File: src/rtl/core/sfd_pkg.sv
`default_nettype none
// ----------------------------------------------------------------------------
// sfd_pkg
// Types, codes and tile shape tables shared by the sprite frame decoder.
// ----------------------------------------------------------------------------
package sfd_pkg;

	localparam int TILE_WIDTH     = 32;
	localparam int MAX_RUNS       = 3;
	localparam int QUEUE_DEPTH_DEF = 4;
	localparam logic [7:0] FILL_BIAS = 8'd65;
	localparam logic [7:0] ZERO_LEN  = 8'd2;

	typedef enum logic [2:0] {
		FMT_PLAIN  = 3'd0,
		FMT_RLE    = 3'd1,
		FMT_TRI_L  = 3'd2,
		FMT_TRI_R  = 3'd3,
		FMT_TRAP_L = 3'd4,
		FMT_TRAP_R = 3'd5,
		FMT_FILL   = 3'd6
	} fmt_t;

	typedef enum logic [2:0] {
		RUN_REGULAR  = 3'd0,
		RUN_SKIP     = 3'd1,
		RUN_ZERO     = 3'd2,
		RUN_IMPLICIT = 3'd3,
		RUN_END      = 3'd4
	} run_kind_t;

	typedef struct packed {
		run_kind_t  kind;
		logic [7:0] color;
		logic [7:0] len;
		logic       bad;
		logic       done;
	} run_t;

	typedef struct packed {
		logic [1:0]              cnt;
		run_t [MAX_RUNS-1:0]     res;
	} entry_t;

	localparam logic [5:0] TRI_COUNTS [TILE_WIDTH] = '{
		6'd0, 6'd4, 6'd4, 6'd8, 6'd8, 6'd12, 6'd12, 6'd16, 6'd16, 6'd20, 6'd20,
		6'd24, 6'd24, 6'd28, 6'd28, 6'd32, 6'd32, 6'd32, 6'd28, 6'd28, 6'd24,
		6'd24, 6'd20, 6'd20, 6'd16, 6'd16, 6'd12, 6'd12, 6'd8, 6'd8, 6'd4, 6'd4
	};

	localparam logic [5:0] TRAP_COUNTS [TILE_WIDTH] = '{
		6'd4, 6'd4, 6'd8, 6'd8, 6'd12, 6'd12, 6'd16, 6'd16, 6'd20, 6'd20, 6'd24,
		6'd24, 6'd28, 6'd28, 6'd32, 6'd32, 6'd32, 6'd32, 6'd32, 6'd32, 6'd32,
		6'd32, 6'd32, 6'd32, 6'd32, 6'd32, 6'd32, 6'd32, 6'd32, 6'd32, 6'd32, 6'd32
	};

	localparam logic [5:0] TRAP_ZERO_LINES [8] = '{
		6'd0, 6'd2, 6'd4, 6'd6, 6'd8, 6'd10, 6'd12, 6'd14
	};

	function automatic logic [5:0] tile_count(input logic trap, input logic [4:0] line);
		return trap ? TRAP_COUNTS[line] : TRI_COUNTS[line];
	endfunction

	function automatic logic tile_has_zeros(input logic trap, input logic [5:0] line);
		logic hit;
		hit = 1'b0;
		if (!trap) begin
			hit = line[0];
		end else begin
			for (int i = 0; i < 8; i++) begin
				if (TRAP_ZERO_LINES[i] == line) begin
					hit = 1'b1;
				end
			end
		end
		return hit;
	endfunction

	function automatic run_t mk_run(input run_kind_t kind, input logic [7:0] color,
		input logic [7:0] len, input logic bad);
		run_t r;
		r.kind  = kind;
		r.color = color;
		r.len   = len;
		r.bad   = bad;
		r.done  = 1'b0;
		return r;
	endfunction

endpackage
`default_nettype wire

File: src/rtl/core/sfd_ifs.sv
`default_nettype none
// ----------------------------------------------------------------------------
// sfd_ifs
// Valid/ready channels of the decoder: frame bytes in, pixel runs out.
// ----------------------------------------------------------------------------
interface sfd_byte_if;
	logic       valid;
	logic       ready;
	logic [7:0] data_byte;
	logic       last_byte;

	modport source (output valid, output data_byte, output last_byte, input ready);
	modport sink   (input valid, input data_byte, input last_byte, output ready);
endinterface

interface sfd_run_if;
	logic       valid;
	logic       ready;
	logic [2:0] run_kind;
	logic [7:0] color_index;
	logic [7:0] run_length;
	logic       last_result;
	logic       frame_done;
	logic       malformed;

	modport source (output valid, output run_kind, output color_index, output run_length,
		output last_result, output frame_done, output malformed, input ready);
	modport sink   (input valid, input run_kind, input color_index, input run_length,
		input last_result, input frame_done, input malformed, output ready);
endinterface
`default_nettype wire

File: src/rtl/core/sfd_front.sv
`default_nettype none
// ----------------------------------------------------------------------------
// sfd_front
// Accepts frame bytes, tracks decode state and turns each byte into a
// queue entry of up to three finished runs.
// ----------------------------------------------------------------------------
module sfd_front (
	input  wire                 clk,
	input  wire                 arst_n,
	input  wire                 cfg_we,
	input  wire  [2:0]          cfg_wdata,
	input  wire                 in_valid,
	input  wire  [7:0]          in_byte,
	input  wire                 in_last,
	input  wire                 space,
	output logic                in_ready,
	output logic                push,
	output sfd_pkg::entry_t     push_entry
);
	import sfd_pkg::*;

	fmt_t       fmt_q;
	logic [7:0] lit_q, lit_d;
	logic [5:0] fill_q, fill_d;
	logic [5:0] line_q, line_d;
	logic [5:0] pos_q, pos_d;

	entry_t     ent;
	logic [1:0] n;
	logic       early;
	logic       trap, left, has_z;
	logic [5:0] ln, cnt, pos;
	logic [7:0] mag, b;
	logic       take;

	assign in_ready = space;
	assign take     = in_valid && space;
	assign b        = in_byte;

	always_comb begin
		ent    = '0;
		n      = 2'd0;
		early  = 1'b0;
		lit_d  = lit_q;
		fill_d = fill_q;
		line_d = line_q;
		pos_d  = pos_q;
		trap   = (fmt_q == FMT_TRAP_L) || (fmt_q == FMT_TRAP_R);
		left   = (fmt_q == FMT_TRI_L) || (fmt_q == FMT_TRAP_L);
		ln     = line_q;
		pos    = pos_q;
		cnt    = tile_count(trap, ln[4:0]);
		has_z  = 1'b0;
		mag    = 8'd0 - b;
		case (fmt_q)
			FMT_RLE: begin
				if (lit_q != 8'd0) begin
					lit_d = lit_q - 8'd1;
					ent.res[n] = mk_run(RUN_REGULAR, b, 8'd1, 1'b0);
					n = n + 2'd1;
				end else if (b[7]) begin
					ent.res[n] = mk_run(RUN_SKIP, 8'd0, mag, 1'b0);
					n = n + 2'd1;
				end else begin
					lit_d = b;
				end
			end
			FMT_FILL: begin
				if (fill_q != 6'd0) begin
					ent.res[n] = mk_run(RUN_REGULAR, b, {2'b00, fill_q}, 1'b0);
					n = n + 2'd1;
					fill_d = 6'd0;
				end else if (lit_q != 8'd0) begin
					lit_d = lit_q - 8'd1;
					ent.res[n] = mk_run(RUN_REGULAR, b, 8'd1, 1'b0);
					n = n + 2'd1;
				end else if (!b[7]) begin
					if (b != 8'd0) begin
						ent.res[n] = mk_run(RUN_SKIP, 8'd0, b, 1'b0);
						n = n + 2'd1;
					end
				end else if (mag <= FILL_BIAS) begin
					lit_d = mag;
				end else begin
					fill_d = 6'(mag - FILL_BIAS);
				end
			end
			FMT_TRI_L, FMT_TRI_R, FMT_TRAP_L, FMT_TRAP_R: begin
				if (line_q >= 6'(TILE_WIDTH)) begin
					ent.res[n] = mk_run(RUN_END, 8'd0, 8'd0, 1'b1);
					n = n + 2'd1;
				end else begin
					if (cnt == 6'd0) begin
						ent.res[n] = mk_run(RUN_IMPLICIT, 8'd0, 8'(TILE_WIDTH), 1'b0);
						n = n + 2'd1;
						ln  = line_q + 6'd1;
						pos = 6'd0;
						cnt = tile_count(trap, ln[4:0]);
					end
					has_z = tile_has_zeros(trap, ln);
					if (left) begin
						if (pos == 6'd0 && cnt < 6'(TILE_WIDTH)) begin
							ent.res[n] = mk_run(RUN_IMPLICIT, 8'd0,
								8'(TILE_WIDTH) - {2'b00, cnt}, 1'b0);
							n = n + 2'd1;
						end
						if (has_z && pos < 6'd2) begin
							if (pos == 6'd0) begin
								ent.res[n] = mk_run(RUN_ZERO, 8'd0, ZERO_LEN, 1'b0);
								n = n + 2'd1;
							end
						end else begin
							ent.res[n] = mk_run(RUN_REGULAR, b, 8'd1, 1'b0);
							n = n + 2'd1;
						end
					end else begin
						if (!(has_z && pos < 6'd2)) begin
							ent.res[n] = mk_run(RUN_REGULAR, b, 8'd1, 1'b0);
							n = n + 2'd1;
						end
						if (pos + 6'd1 == cnt) begin
							if (has_z) begin
								ent.res[n] = mk_run(RUN_ZERO, 8'd0, ZERO_LEN, 1'b0);
								n = n + 2'd1;
							end
							if (cnt < 6'(TILE_WIDTH)) begin
								ent.res[n] = mk_run(RUN_IMPLICIT, 8'd0,
									8'(TILE_WIDTH) - {2'b00, cnt}, 1'b0);
								n = n + 2'd1;
							end
						end
					end
					if (pos + 6'd1 >= cnt) begin
						pos_d  = 6'd0;
						line_d = ln + 6'd1;
					end else begin
						pos_d  = pos + 6'd1;
						line_d = ln;
					end
				end
			end
			default: begin
				ent.res[n] = mk_run(RUN_REGULAR, b, 8'd1, 1'b0);
				n = n + 2'd1;
			end
		endcase

		if (in_last) begin
			case (fmt_q)
				FMT_RLE:  early = lit_d != 8'd0;
				FMT_FILL: early = (lit_d != 8'd0) || (fill_d != 6'd0);
				FMT_TRI_L, FMT_TRI_R, FMT_TRAP_L, FMT_TRAP_R:
					early = line_d < 6'(TILE_WIDTH);
				default:  early = 1'b0;
			endcase
			if (n == 2'd0) begin
				ent.res[n] = mk_run(RUN_END, 8'd0, 8'd0, 1'b0);
				n = n + 2'd1;
			end
			ent.res[n - 2'd1].done = 1'b1;
			ent.res[n - 2'd1].bad  = ent.res[n - 2'd1].bad | early;
			lit_d  = 8'd0;
			fill_d = 6'd0;
			line_d = 6'd0;
			pos_d  = 6'd0;
		end
		ent.cnt = n;
	end

	assign push       = take && (n != 2'd0);
	assign push_entry = ent;

	always_ff @(posedge clk or negedge arst_n) begin
		if (!arst_n) begin
			fmt_q  <= FMT_RLE;
			lit_q  <= 8'd0;
			fill_q <= 6'd0;
			line_q <= 6'd0;
			pos_q  <= 6'd0;
		end else if (cfg_we) begin
			fmt_q  <= fmt_t'(cfg_wdata);
			lit_q  <= 8'd0;
			fill_q <= 6'd0;
			line_q <= 6'd0;
			pos_q  <= 6'd0;
		end else if (take) begin
			lit_q  <= lit_d;
			fill_q <= fill_d;
			line_q <= line_d;
			pos_q  <= pos_d;
		end
	end

endmodule
`default_nettype wire

File: src/rtl/core/sfd_queue.sv
`default_nettype none
// ----------------------------------------------------------------------------
// sfd_queue
// Short FIFO of decoded entries between the byte side and the run side.
// ----------------------------------------------------------------------------
module sfd_queue #(
	parameter int DEPTH = sfd_pkg::QUEUE_DEPTH_DEF
) (
	input  wire                 clk,
	input  wire                 arst_n,
	input  wire                 push,
	input  sfd_pkg::entry_t     push_entry,
	input  wire                 pop,
	output logic                space,
	output logic                head_valid,
	output sfd_pkg::entry_t     head
);
	import sfd_pkg::*;

	localparam int PW = (DEPTH > 1) ? $clog2(DEPTH) : 1;
	localparam int CW = $clog2(DEPTH + 1);

	entry_t        mem_q [DEPTH];
	logic [PW-1:0] wr_q, rd_q;
	logic [CW-1:0] count_q;

	assign space      = count_q != CW'(DEPTH);
	assign head_valid = count_q != '0;
	assign head       = mem_q[rd_q];

	always_ff @(posedge clk) begin
		if (push) begin
			mem_q[wr_q] <= push_entry;
		end
	end

	always_ff @(posedge clk or negedge arst_n) begin
		if (!arst_n) begin
			wr_q    <= '0;
			rd_q    <= '0;
			count_q <= '0;
		end else begin
			if (push) begin
				wr_q <= (wr_q == PW'(DEPTH - 1)) ? '0 : wr_q + PW'(1);
			end
			if (pop) begin
				rd_q <= (rd_q == PW'(DEPTH - 1)) ? '0 : rd_q + PW'(1);
			end
			if (push && !pop) begin
				count_q <= count_q + CW'(1);
			end else if (pop && !push) begin
				count_q <= count_q - CW'(1);
			end
		end
	end

endmodule
`default_nettype wire

File: src/rtl/core/sfd_back.sv
`default_nettype none
// ----------------------------------------------------------------------------
// sfd_back
// Unpacks queue entries into single run beats through an output register.
// ----------------------------------------------------------------------------
module sfd_back (
	input  wire                 clk,
	input  wire                 arst_n,
	input  wire                 head_valid,
	input  sfd_pkg::entry_t     head,
	output logic                pop,
	sfd_run_if.source           run_chan
);
	import sfd_pkg::*;

	logic       valid_q;
	logic [1:0] idx_q;
	run_t       cur;
	logic       load, tail;
	run_kind_t  kind_q;
	logic [7:0] color_q, len_q;
	logic       last_q, done_q, bad_q;

	assign cur  = head.res[idx_q];
	assign load = head_valid && (!valid_q || run_chan.ready);
	assign tail = idx_q == head.cnt - 2'd1;
	assign pop  = load && tail;

	always_ff @(posedge clk or negedge arst_n) begin
		if (!arst_n) begin
			valid_q <= 1'b0;
			idx_q   <= 2'd0;
		end else begin
			if (load) begin
				valid_q <= 1'b1;
				idx_q   <= tail ? 2'd0 : idx_q + 2'd1;
			end else if (run_chan.ready) begin
				valid_q <= 1'b0;
			end
		end
	end

	always_ff @(posedge clk) begin
		if (load) begin
			kind_q  <= cur.kind;
			color_q <= cur.color;
			len_q   <= cur.len;
			last_q  <= tail;
			done_q  <= cur.done;
			bad_q   <= cur.bad;
		end
	end

	assign run_chan.valid       = valid_q;
	assign run_chan.run_kind    = kind_q;
	assign run_chan.color_index = color_q;
	assign run_chan.run_length  = len_q;
	assign run_chan.last_result = last_q;
	assign run_chan.frame_done  = done_q;
	assign run_chan.malformed   = bad_q;

endmodule
`default_nettype wire

File: src/rtl/core/sprite_frame_decoder.sv
`default_nettype none
// ----------------------------------------------------------------------------
// sprite_frame_decoder
// Decodes sprite frame bytes (plain, RLE, fill-RLE, tile shapes) into runs.
// ----------------------------------------------------------------------------
// The byte channel takes one beat per cycle while the queue has room; a byte
// is classified in its accept cycle and yields up to three runs. The run
// channel delivers one run beat per cycle from its output register while the
// sink is ready, and a queue of QUEUE_DEPTH entries lets the two sides stall
// independently. Bytes that give no run are not queued. A write on cfg_we
// sets the frame format and restarts the frame; the format has no read-back
// path.
// ----------------------------------------------------------------------------
module sprite_frame_decoder #(
	parameter int QUEUE_DEPTH = sfd_pkg::QUEUE_DEPTH_DEF
) (
	input  wire         clk,
	input  wire         arst_n,
	input  wire         cfg_we,
	input  wire  [2:0]  cfg_wdata,
	sfd_byte_if.sink    byte_chan,
	sfd_run_if.source   run_chan
);
	import sfd_pkg::*;

	logic   space, push, pop, head_valid, in_ready;
	entry_t push_entry, head;

	assign byte_chan.ready = in_ready;

	sfd_front u_front (
		.clk        (clk),
		.arst_n     (arst_n),
		.cfg_we     (cfg_we),
		.cfg_wdata  (cfg_wdata),
		.in_valid   (byte_chan.valid),
		.in_byte    (byte_chan.data_byte),
		.in_last    (byte_chan.last_byte),
		.space      (space),
		.in_ready   (in_ready),
		.push       (push),
		.push_entry (push_entry)
	);

	sfd_queue #(.DEPTH(QUEUE_DEPTH)) u_queue (
		.clk        (clk),
		.arst_n     (arst_n),
		.push       (push),
		.push_entry (push_entry),
		.pop        (pop),
		.space      (space),
		.head_valid (head_valid),
		.head       (head)
	);

	sfd_back u_back (
		.clk        (clk),
		.arst_n     (arst_n),
		.head_valid (head_valid),
		.head       (head),
		.pop        (pop),
		.run_chan   (run_chan)
	);

endmodule
`default_nettype wire
File: src/flat_wrapper.sv
// flat-port wrapper written by rule: the top's interface ports become plain ports
module sprite_frame_decoder_flat import sfd_pkg::*;
#(
	parameter int QUEUE_DEPTH = sfd_pkg::QUEUE_DEPTH_DEF
)
  (clk, arst_n, cfg_we, cfg_wdata, byte_chan_valid, byte_chan_data_byte, byte_chan_last_byte, byte_chan_ready, run_chan_valid, run_chan_run_kind, run_chan_color_index, run_chan_run_length, run_chan_last_result, run_chan_frame_done, run_chan_malformed, run_chan_ready);
  sfd_byte_if byte_chan_i ();
  sfd_run_if run_chan_i ();
  input  wire clk;
  input  wire arst_n;
  input  wire cfg_we;
  input  wire  [2:0] cfg_wdata;
  input wire logic [$bits(byte_chan_i.valid)-1:0] byte_chan_valid;
  input wire logic [$bits(byte_chan_i.data_byte)-1:0] byte_chan_data_byte;
  input wire logic [$bits(byte_chan_i.last_byte)-1:0] byte_chan_last_byte;
  output wire logic [$bits(byte_chan_i.ready)-1:0] byte_chan_ready;
  output wire logic [$bits(run_chan_i.valid)-1:0] run_chan_valid;
  output wire logic [$bits(run_chan_i.run_kind)-1:0] run_chan_run_kind;
  output wire logic [$bits(run_chan_i.color_index)-1:0] run_chan_color_index;
  output wire logic [$bits(run_chan_i.run_length)-1:0] run_chan_run_length;
  output wire logic [$bits(run_chan_i.last_result)-1:0] run_chan_last_result;
  output wire logic [$bits(run_chan_i.frame_done)-1:0] run_chan_frame_done;
  output wire logic [$bits(run_chan_i.malformed)-1:0] run_chan_malformed;
  input wire logic [$bits(run_chan_i.ready)-1:0] run_chan_ready;
  assign byte_chan_i.valid = byte_chan_valid;
  assign byte_chan_i.data_byte = byte_chan_data_byte;
  assign byte_chan_i.last_byte = byte_chan_last_byte;
  assign byte_chan_ready = byte_chan_i.ready;
  assign run_chan_valid = run_chan_i.valid;
  assign run_chan_run_kind = run_chan_i.run_kind;
  assign run_chan_color_index = run_chan_i.color_index;
  assign run_chan_run_length = run_chan_i.run_length;
  assign run_chan_last_result = run_chan_i.last_result;
  assign run_chan_frame_done = run_chan_i.frame_done;
  assign run_chan_malformed = run_chan_i.malformed;
  assign run_chan_i.ready = run_chan_ready;
  sprite_frame_decoder #(.QUEUE_DEPTH(QUEUE_DEPTH)) u_core (.clk(clk), .arst_n(arst_n), .cfg_we(cfg_we), .cfg_wdata(cfg_wdata), .byte_chan(byte_chan_i), .run_chan(run_chan_i));
endmodule
File: config.mk
export PLATFORM = sky130hd
export DESIGN_NAME = sprite_frame_decoder_flat
export DESIGN_NICKNAME = d
export VERILOG_FILES = /design/src/rtl/core/sfd_pkg.sv /design/src/rtl/core/sfd_ifs.sv /design/src/rtl/core/sfd_front.sv /design/src/rtl/core/sfd_queue.sv /design/src/rtl/core/sfd_back.sv /design/src/rtl/core/sprite_frame_decoder.sv /design/src/flat_wrapper.sv
export SDC_FILE = /design/constraint.sdc
export NUM_CORES = 1
export LEC_CHECK = 0
export BUFFER_PORTS_ARGS = -buffer_cell sky130_fd_sc_hd__buf_2
export CAP_MARGIN = 20
export CORE_MARGIN = 4
export CORE_UTILIZATION = 60
export CTS_BUF_LIST = sky130_fd_sc_hd__clkbuf_4
export CTS_CLUSTER_DIAMETER = 200
export DETAILED_ROUTE_END_ITERATION = 10
export PLACE_DENSITY = 0.81
export SLEW_MARGIN = 20
export SYNTH_ARGS = -nofsm -noshare
export SYNTH_HDL_FRONTEND = slang
export SYNTH_SLANG_ARGS = --single-unit
File: constraint.sdc
create_clock -name clk -period 9.56 [get_ports clk]
set_input_delay 0.478 -clock clk [delete_from_list [all_inputs] [get_ports clk]]
set_output_delay 0.478 -clock clk [all_outputs]
set_load 0.02 [all_outputs]
==> flow_summary.ini, run 1 <==
[status]
outcome = complete, no violations

[placement]
gp_congestion = 0.924
placedInstanceArea_um2 = 16000
port_buffers = 40
hpwlAfterDp_mm = 24.5

[logic_synthesis]
synth.distinct_cells = 80
syn_inst = 1166
synth_top_area_share_pct = 53.1
yosysSeqAreaShare_pct = 59.4
synthTopCellsByCount = edfxtp_1 (274), nor2_1 (82), nand2_1 (78)
ys_top_cells_by_area = edfxtp_1 (53%), mux4_2 (9.2%), dfrtp_1 (6.1%), ha_1 (3.8%), nor2_1 (2.0%)
yosysWarnings = 0
avgSynthCellArea_um2 = 13.3
ys_ff_latch = 313
synthFlopType = edfxtp_1
synthArstFlopShare_pct = 12.5
synth_edf_count = 274
synth_top_area_cell = edfxtp_1
synthMostInstantiatedCell = edfxtp_1
synth_area_um2 = 15500

[die]
floorplan.initialDensity_pct = 61.2
die_area_um2 = 28500
die-height_um = 169
die_w_um = 169
pin_count = 41
fp-row-count = 58
coreArea_um2 = 25300

[critical_path]
critPathLaunchType = flop
slowest_stage = dfrtp_1
critPathMaxFanout = 22
cp-end-kind = flop
cp.depth = 36
critical-path-top-delay-family = simple AND/OR/NAND/NOR gates
reg2regPathDepth = 36
max_stage_delay_ns = 0.65
cp_num_buf_inv = 5
cp_common_cell = ha_1
cp.required_ns = 10.15
crit_arrival_ns = 9.14
worstSetupPathType = reg2reg

[timing]
finalSetupViolations = 0
tightest_slew_ns = 1.04
slew_violations = 0
period_share_pct = 89.4
clock.fmax_mhz = 117
hold_viol = 0
rsz0062_at_grt = no
max-slew-margin-rel_pct = 28.8
setup_tns_ns = 0
skew_ns = 0.0743
period_minus_slack_ns = 8.55

[detailed_routing]
dr.pass1.iters = 5
wl_mm = 36.9
avgRoutedWirePerCell_um = 22.6
drc_errors = 0
vias_per_cell = 6.38
via_count = 10400
ant_nets = 0
drt_iter0_drc = 1106

[clock_network]
cts_buffer_depth = 3
cts_tree = yes
insertion_delay_ns = 0.71
cts-htree-levels = 3
cts_num_sinks = 313
clock-root-buffer = clkbuf_4
cts-buffers-inserted = 77
postCtsSetupBuffers = 0
clk_pin_slew_ns = 0.06

[min_path]
hold_path_depth = 2
hold_path.class = in2reg

[power_and_ir_drop]
power_leakage_uw = 0.00636
vdd_drop_max_uv = 260
power_density_nw_per_um2 = 312

[flow_run]
maxCapViolations = 0

[finish]
nets = 1316
design_area_um2 = 17000
area_growth_pct = 9.88
layout-drive-gt1-share_pct = 21.1

[global_routing]
grt_pass1_wl_mm = 58.2
antenna_found_initial = 1
grt_use_total_pct = 26.3
grt_pass1_vias = 10400
grt.overflow.total = 0
grt_max_degree = 57
-- power by group --
part / switching (µW) / total [µW] / internal [µW] / leakage [µW]
registers: 148 / 2100 / 1960 / 0.00309
logic: 1350 / 2160 / 811 / 0.00273
clock network: 516 / 1040 / 527 / 0.000538
-- flip-flops by register name, summed over array words and instances (netlist names) --
| signal | cells |
|---|---|
| u_core.u_queue.wr_q | 2 |
| u_core.u_back.run_chan.malformed | 1 |
| u_core.u_back.run_chan.run_kind | 3 |
| u_core.u_back.run_chan.color_index | 8 |
| u_core.u_queue.rd_q | 2 |
| u_core.u_back.run_chan.frame_done | 1 |
| u_core.u_front.lit_q | 8 |
| u_core.u_front.fmt_q | 3 |
| u_core.u_back.run_chan.run_length | 8 |
| u_core.u_queue.count_q | 3 |
| u_core.u_front.fill_q | 6 |
| u_core.u_back.run_chan.last_result | 1 |
| u_core.u_back.run_chan.valid | 1 |
| u_core.u_front.pos_q | 6 |
| u_core.u_front.line_q | 6 |
| u_core.u_queue.mem_q | 252 |
| u_core.u_back.idx_q | 2 |
-- final timing paths --
kind                                                start  slack [ns]                   endpoint
worst min-delay path                               cfg_we        0.05    u_core.u_front.fmt_q[0]
worst min register to register  u_core.u_queue.count_q[2]        0.51  u_core.u_queue.count_q[2]
max in group asynchronous                          arst_n        8.62     u_core.u_queue.rd_q[0]
worst max register to register   u_core.u_front.line_q[0]        1.01  u_core.u_queue.count_q[2]
min in group asynchronous                          arst_n        0.41   u_core.u_front.fill_q[3]
worst max-delay path             u_core.u_front.line_q[0]        1.01  u_core.u_queue.count_q[2]
-- repair_timing --
action,CTS,global route
hold buffers,5,0
endpoints found under the setup margin,0,4
hold endpoints to repair,42,0
gates resized for setup,0,1
-- logic make-up (layout without fill, tap and decap cells) --
kind of cell | Yosys count | in the layout | share of synthesized area [%]
AOI/OAI and AO/OA | 234 | 234 | 10.4
xor gates and xnor gates | 25 | 25 | 1.41
adders and majority gates | 49 | 49 | 4.05
buffers and inverters | 127 | 255 | 3.17
DFF | 313 | 313 | 59.4
muxes | 93 | 93 | 11.2
other | 1 | 9 | 0.0242
and+or+nand+nor | 324 | 324 | 10.4
-- final cells by class --
| cell class | instances | area [µm²] |
|---|---|---|
| multi-input cells | 733 | 5850 |
| inverters | 63 | 239 |
| well taps | 330 | 413 |
| clock inverters | 21 | 105 |
| clock buffers | 109 | 818 |
| fillers | 1773 | 8300 |
| diodes | 1 | 2.50 |
| repair buffers | 62 | 390 |
| flip-flops and latches | 313 | 9210 |
-- per-layer routing --
layer	global-route usage (%)	vias to the layer above	wire length, µm
met5	0	-	0
met1	37.3	5134	15100
met4	8.61	0	867
met3	4.97	73	3070
met2	41.7	509	17800
li1	-	4696	-
-- through the flow --
step	hold WS (ns)	utilization, %	power (µW)	worst slack, ns	cells
3_5_place_dp	0.494	63.3	4280	0.915	1496
2_1_floorplan	0.182	-	3640	1.31	1173
4_1_cts	0.00269	67.2	5330	0.868	1631
5_1_grt	0.0268	67.2	5640	0.392	1632
6_report	0.0510	67.2	5310	1.01	1632
3_3_place_gp	0.486	63.3	4210	1.19	1496
-- cell usage in the layout (no fill, tap or decap), types with 5 or more instances in the layout --
cell type and count:
a211oi_1 5, a21oi_1 42, a22o_1 11, a31o_2 5, a31oi_1 8, and2_1 28, and3_1 12, buf_2 40
buf_4 16, clkbuf_4 109, clkinv_1 16, conb_1 8, dfrtp_1 36, dlygate4sd3_1 5, edfxtp_1 274, ha_1 47
inv_1 57, mux2i_1 24, mux4_2 63, nand2_1 78, nand2b_1 8, nand3_1 26, nand4_1 6, nor2_1 81
nor2b_1 6, nor3_1 31, nor3b_1 5, nor4_1 10, o211ai_1 7, o21ai_0 55, o21ai_1 6, o22ai_1 24
o31a_1 5, o31ai_1 7, or3_1 9, xnor2_1 17, xor2_1 8
Power figures use the tool's default switching activity.
==> run 2, diff against run 1 <==
--- a/config.mk
+++ b/config.mk
@@ -10,3 +10,3 @@
 export CORE_MARGIN = 4
-export CORE_UTILIZATION = 60
+export CORE_UTILIZATION = 40
 export CTS_BUF_LIST = sky130_fd_sc_hd__clkbuf_4
@@ -14,3 +14,3 @@
 export DETAILED_ROUTE_END_ITERATION = 10
-export PLACE_DENSITY = 0.81
+export PLACE_DENSITY = 0.59
 export SLEW_MARGIN = 20
==> constraint.sdc (replaced) <==
create_clock -name clk -period 9.56 [get_ports clk]
set_input_delay 1.912 -clock clk [delete_from_list [all_inputs] [get_ports clk]]
set_output_delay 1.912 -clock clk [all_outputs]
set_load 0.02 [all_outputs]
==> flow_summary.ini, run 2 (synthesized netlist as in run 1, its figures left out) <==
[die]
die_area_um2 = 41900
floorplan.initialDensity_pct = 40.8
die_w_um = 205
fp-row-count = 71
pin_count = 41
die-height_um = 205
coreArea_um2 = 37900

[global_routing]
grt_util_met2_pct = 29.2
grt_pass1_vias = 10300
grt.overflow.total = 0
grt_pass1_wl_mm = 60.7
grtUsageMet1_pct = 26.8
grt_max_degree = 65
antenna_found_initial = 2
busiest_layer = met2
grtUsageMet3_pct = 3.47
grt_use_total_pct = 18.7

[timing]
skew_ns = 0.0544
rsz0062_at_grt = no
clock.fmax_mhz = 117
period_minus_slack_ns = 8.56
setup_tns_ns = 0
hold_slack_ns = 0.501
period_share_pct = 89.6
hold_viol = 0
finalSetupViolations = 0
max-slew-margin-rel_pct = 29.0
tightest_slew_ns = 1.06
slew_violations = 0

[min_path]
hold_path_depth = 1
hold_path.class = reg2reg

[critical_path]
slowest_stage = dfrtp_1
cp.required_ns = 10.18
crit_arrival_ns = 9.18
max_stage_delay_ns = 0.62
cp-end-kind = flop
critPathMaxFanout = 22
worstSetupPathType = reg2reg
reg2regPathDepth = 36
cp_common_cell = ha_1
critPathLaunchType = flop

[clock_network]
postCtsSetupBuffers = 0
clk_pin_slew_ns = 0.07
cts_tree = yes
cts-buffers-inserted = 82
insertion_delay_ns = 0.72
cts_buffer_depth = 3
cts-htree-levels = 3
clock-root-buffer = clkbuf_4
cts_hold_buf = 0
post_cts_resized = 0
cts_num_sinks = 313

[detailed_routing]
ant_nets = 0
vias_per_cell = 5.62
via_count = 10200
drc_errors = 0
wl_mm = 39.0
avgRoutedWirePerCell_um = 21.4
drt_iter0_drc = 809
dr.pass1.iters = 7

[power_and_ir_drop]
power_leakage_uw = 0.00646
power_density_nw_per_um2 = 316
vdd_drop_max_uv = 116

[finish]
layout_commonest_cell = edfxtp_1
largest_register_ffs = 252
area_growth_pct = 12.3
layout-drive-gt1-share_pct = 22.4
nets = 1316
top_register = u_core.u_queue.mem_q
mostFrequentLayoutCells = edfxtp_1 (274), clkbuf_4 (126), nor2_1 (82)

[flow_run]
maxCapViolations = 0

[placement]
port_buffers = 40
hpwlAfterDp_mm = 25.7
gp_congestion = 0.898

[status]
outcome = complete, no violations
[run 2: cell count changes in the layout (fill, tap and decap cells not counted), moves of 2 or more]
cell	previous run	this run
buf_12	1	3
clkbuf_4	109	126
dlygate4sd3_1	5	0
clkinv_2	0	3
bufinv_16	0	2
clkinv_1	16	12
clkinvlp_4	3	1
[run 2: metal layers]
metal	vias to the layer above	part of all wire, %
li1	4686	-
met1	5149	46
met4	0	2.3
met5	-	0
met2	327	46
met3	82	5.5
[run 2: worst paths after layout]
check,startpoint,endpoint,slack (ns)
max in group asynchronous,arst_n,u_core.u_queue.rd_q[0],7.87
min in group asynchronous,arst_n,u_core.u_front.line_q[1],1.22
min reg2reg,u_core.u_queue.count_q[2],u_core.u_queue.count_q[2],0.50
min,u_core.u_queue.count_q[2],u_core.u_queue.count_q[2],0.50
max reg2reg,u_core.u_front.line_q[0],u_core.u_queue.count_q[2],1.0
max,u_core.u_front.line_q[0],u_core.u_queue.count_q[2],1.0
[run 2: per-stage QoR]
step	instances	instance area, µm²	worst slack [ns]	utilization [%]	power (µW)
final	1824	17400	0.998	45.9	5500
after global routing	1824	17400	0.333	45.9	5870
after CTS	1823	17400	0.765	45.8	5560
after detailed placement	1677	16300	0.863	43.0	4330
after global placement	1677	16300	1.03	43.0	4320
after floorplan	1173	15500	1.31	-	3640
[run 2: area by class of cell]
type,count,area [µm²]
flip-flops and latches,313,9210
repair buffers,57,368
inverters,63,239
fillers,3449,20500
diodes,1,2.50
well taps,511,639
clock inverters,20,145
multi-input cells,733,5850
clock buffers,126,946
[run 2: worst max-delay path: cells and delay by family (launching register included)]
kind                     cells  cell delay [ns]
buffers and inverters        5             0.70
XOR/XNOR                     2             0.33
AO/OA/AOI/OAI                8             2.27
adder cells (fa/ha/maj)      7             2.14
AND/OR/NAND/NOR             14             2.39
flip-flops                   1             0.62
[run 2: power breakdown]
part           internal, µW  total (µW)  switching, µW
Combinational           829        2230           1400
Sequential             1950        2080            124
Clock                   656        1200            544
==> run 3, diff against run 2 <==
PLACE_DENSITY = 0.61   (was 0.59)
clock period = 7.28 ns   (was 9.56 ns; I/O delays follow)
==> flow_summary.ini, run 3 (synthesized netlist as in run 1, its figures left out) <==
[die]
floorplan.initialDensity_pct = 40.8
die-height_um = 205
fp-row-count = 71
die_w_um = 205
die_area_um2 = 41900
coreArea_um2 = 37900
pin_count = 41

[timing]
hold_slack_ns = 0.505
slew_violations = 0
max-slew-margin-rel_pct = 27.3
rsz0062_at_grt = no
hold_viol = 0
clock.fmax_mhz = 146
worst_slack_ns = 0.423
period_minus_slack_ns = 6.86
tightest_slew_ns = 1.09
setup_tns_ns = 0
period_share_pct = 94.2
skew_ns = 0.0429
finalSetupViolations = 0

[critical_path]
cp_common_cell = ha_1
crit_arrival_ns = 7.51
critical-path-top-delay-family = adder cells
slowest_stage = fa_2
critPathMaxFanout = 8
cp-end-kind = flop
critPathLaunchType = flop
max_stage_delay_ns = 0.58
cp_num_buf_inv = 5
cp.required_ns = 7.94
worstSetupPathType = reg2reg

[placement]
place_ws_ns = -0.117
port_buffers = 40
hpwlAfterDp_mm = 25.1
gp_congestion = 0.871

[global_routing]
grt_util_met2_pct = 29.5
busiest_layer = met2
grt_pass1_wl_mm = 60.8
grtUsageMet3_pct = 3.48
grt.overflow.total = 0
grtUsageMet1_pct = 26.2
grt_max_degree = 65
antenna_found_initial = 2
grt_use_total_pct = 18.7
grt_pass1_vias = 10700

[clock_network]
insertion_delay_ns = 0.74
cts_buffer_depth = 3
cts-buffers-inserted = 82
cts_tree = yes
cts_num_sinks = 313
cts-htree-levels = 3
clk_pin_slew_ns = 0.07
clock-root-buffer = clkbuf_4
cts_hold_buf = 0

[min_path]
hold_path.class = reg2reg

[finish]
layout-drive-gt1-share_pct = 24.4
area_growth_pct = 13.9
top_register = u_core.u_queue.mem_q
largest_register_ffs = 252
layout_commonest_cell = edfxtp_1
mostFrequentLayoutCells = edfxtp_1 (274), clkbuf_4 (126), nor2_1 (82)
nets = 1339

[power_and_ir_drop]
power_leakage_uw = 0.00658
vdd_drop_max_uv = 189
power_density_nw_per_um2 = 415

[detailed_routing]
avgRoutedWirePerCell_um = 20.8
via_count = 10300
drt_iter0_drc = 819
ant_nets = 0
wl_mm = 38.5
drc_errors = 0
vias_per_cell = 5.56
dr.pass1.iters = 5

[flow_run]
maxCapViolations = 0

[status]
outcome = complete, no violations
-- run 3: cell type report --
class / instances / area [µm²]
diodes: 4 / 10.0
clock buffers: 126 / 946
clock inverters: 20 / 150
fillers: 3428 / 20300
inverters: 63 / 239
multi-input cells: 733 / 5890
flip-flops and latches: 313 / 9210
well taps: 511 / 639
repair buffers: 80 / 554
-- run 3: path summary, 6_finish.rpt --
| path | from | end | slack [ns] | depth (start not counted) |
|---|---|---|---|---|
| worst min-delay path | u_core.u_queue.count_q[2] | u_core.u_queue.count_q[2] | 0.51 | 1 |
| min in group asynchronous | arst_n | u_core.u_back.run_chan.valid | 0.80 | 2 |
| worst max register to register | u_core.u_front.line_q[1] | u_core.u_queue.count_q[2] | 0.42 | 34 |
| worst max-delay path | u_core.u_front.line_q[1] | u_core.u_queue.count_q[2] | 0.42 | 34 |
| worst min register to register | u_core.u_queue.count_q[2] | u_core.u_queue.count_q[2] | 0.51 | 1 |
| max in group asynchronous | arst_n | u_core.u_queue.rd_q[1] | 6.01 | 2 |
-- run 3: per-layer routing --
metal,routed length [µm],vias up
li1,-,4752
met1,17500,5117
met2,18000,347
met3,2080,78
met4,980,0
met5,0,-
-- run 3: repair_timing --
item,CTS,global route
buffers inserted,0,6
resized for setup,1,10
pin swaps,0,3
endpoints found under the setup margin,132,329
-- run 3: metrics by stage --
stage | cells | total power, µW | util, % | area (µm²)
2_1_floorplan | 1173 | 4780 | - | 15500
3_3_place_gp | 1694 | 5690 | 43.3 | 16400
3_5_place_dp | 1694 | 5730 | 43.3 | 16400
4_1_cts | 1840 | 7340 | 46.2 | 17500
5_1_grt | 1850 | 7820 | 46.5 | 17600
6_report | 1850 | 7320 | 46.5 | 17600
-- run 3: where the power goes --
part | switching [µW] | internal, µW
registers | 134 | 2570
clock network | 712 | 862
logic | 1860 | 1180
-- run 3: worst reg2reg max path: cells and delay by family, from the launching register on --
family	cells	cell delay [ns]
xor gates and xnor gates	3	0.49
buffers and inverters	5	0.67
and+or+nand+nor	13	1.55
DFF	1	0.43
adders and majority gates	8	2.33
AOI/OAI and AO/OA	5	1.31
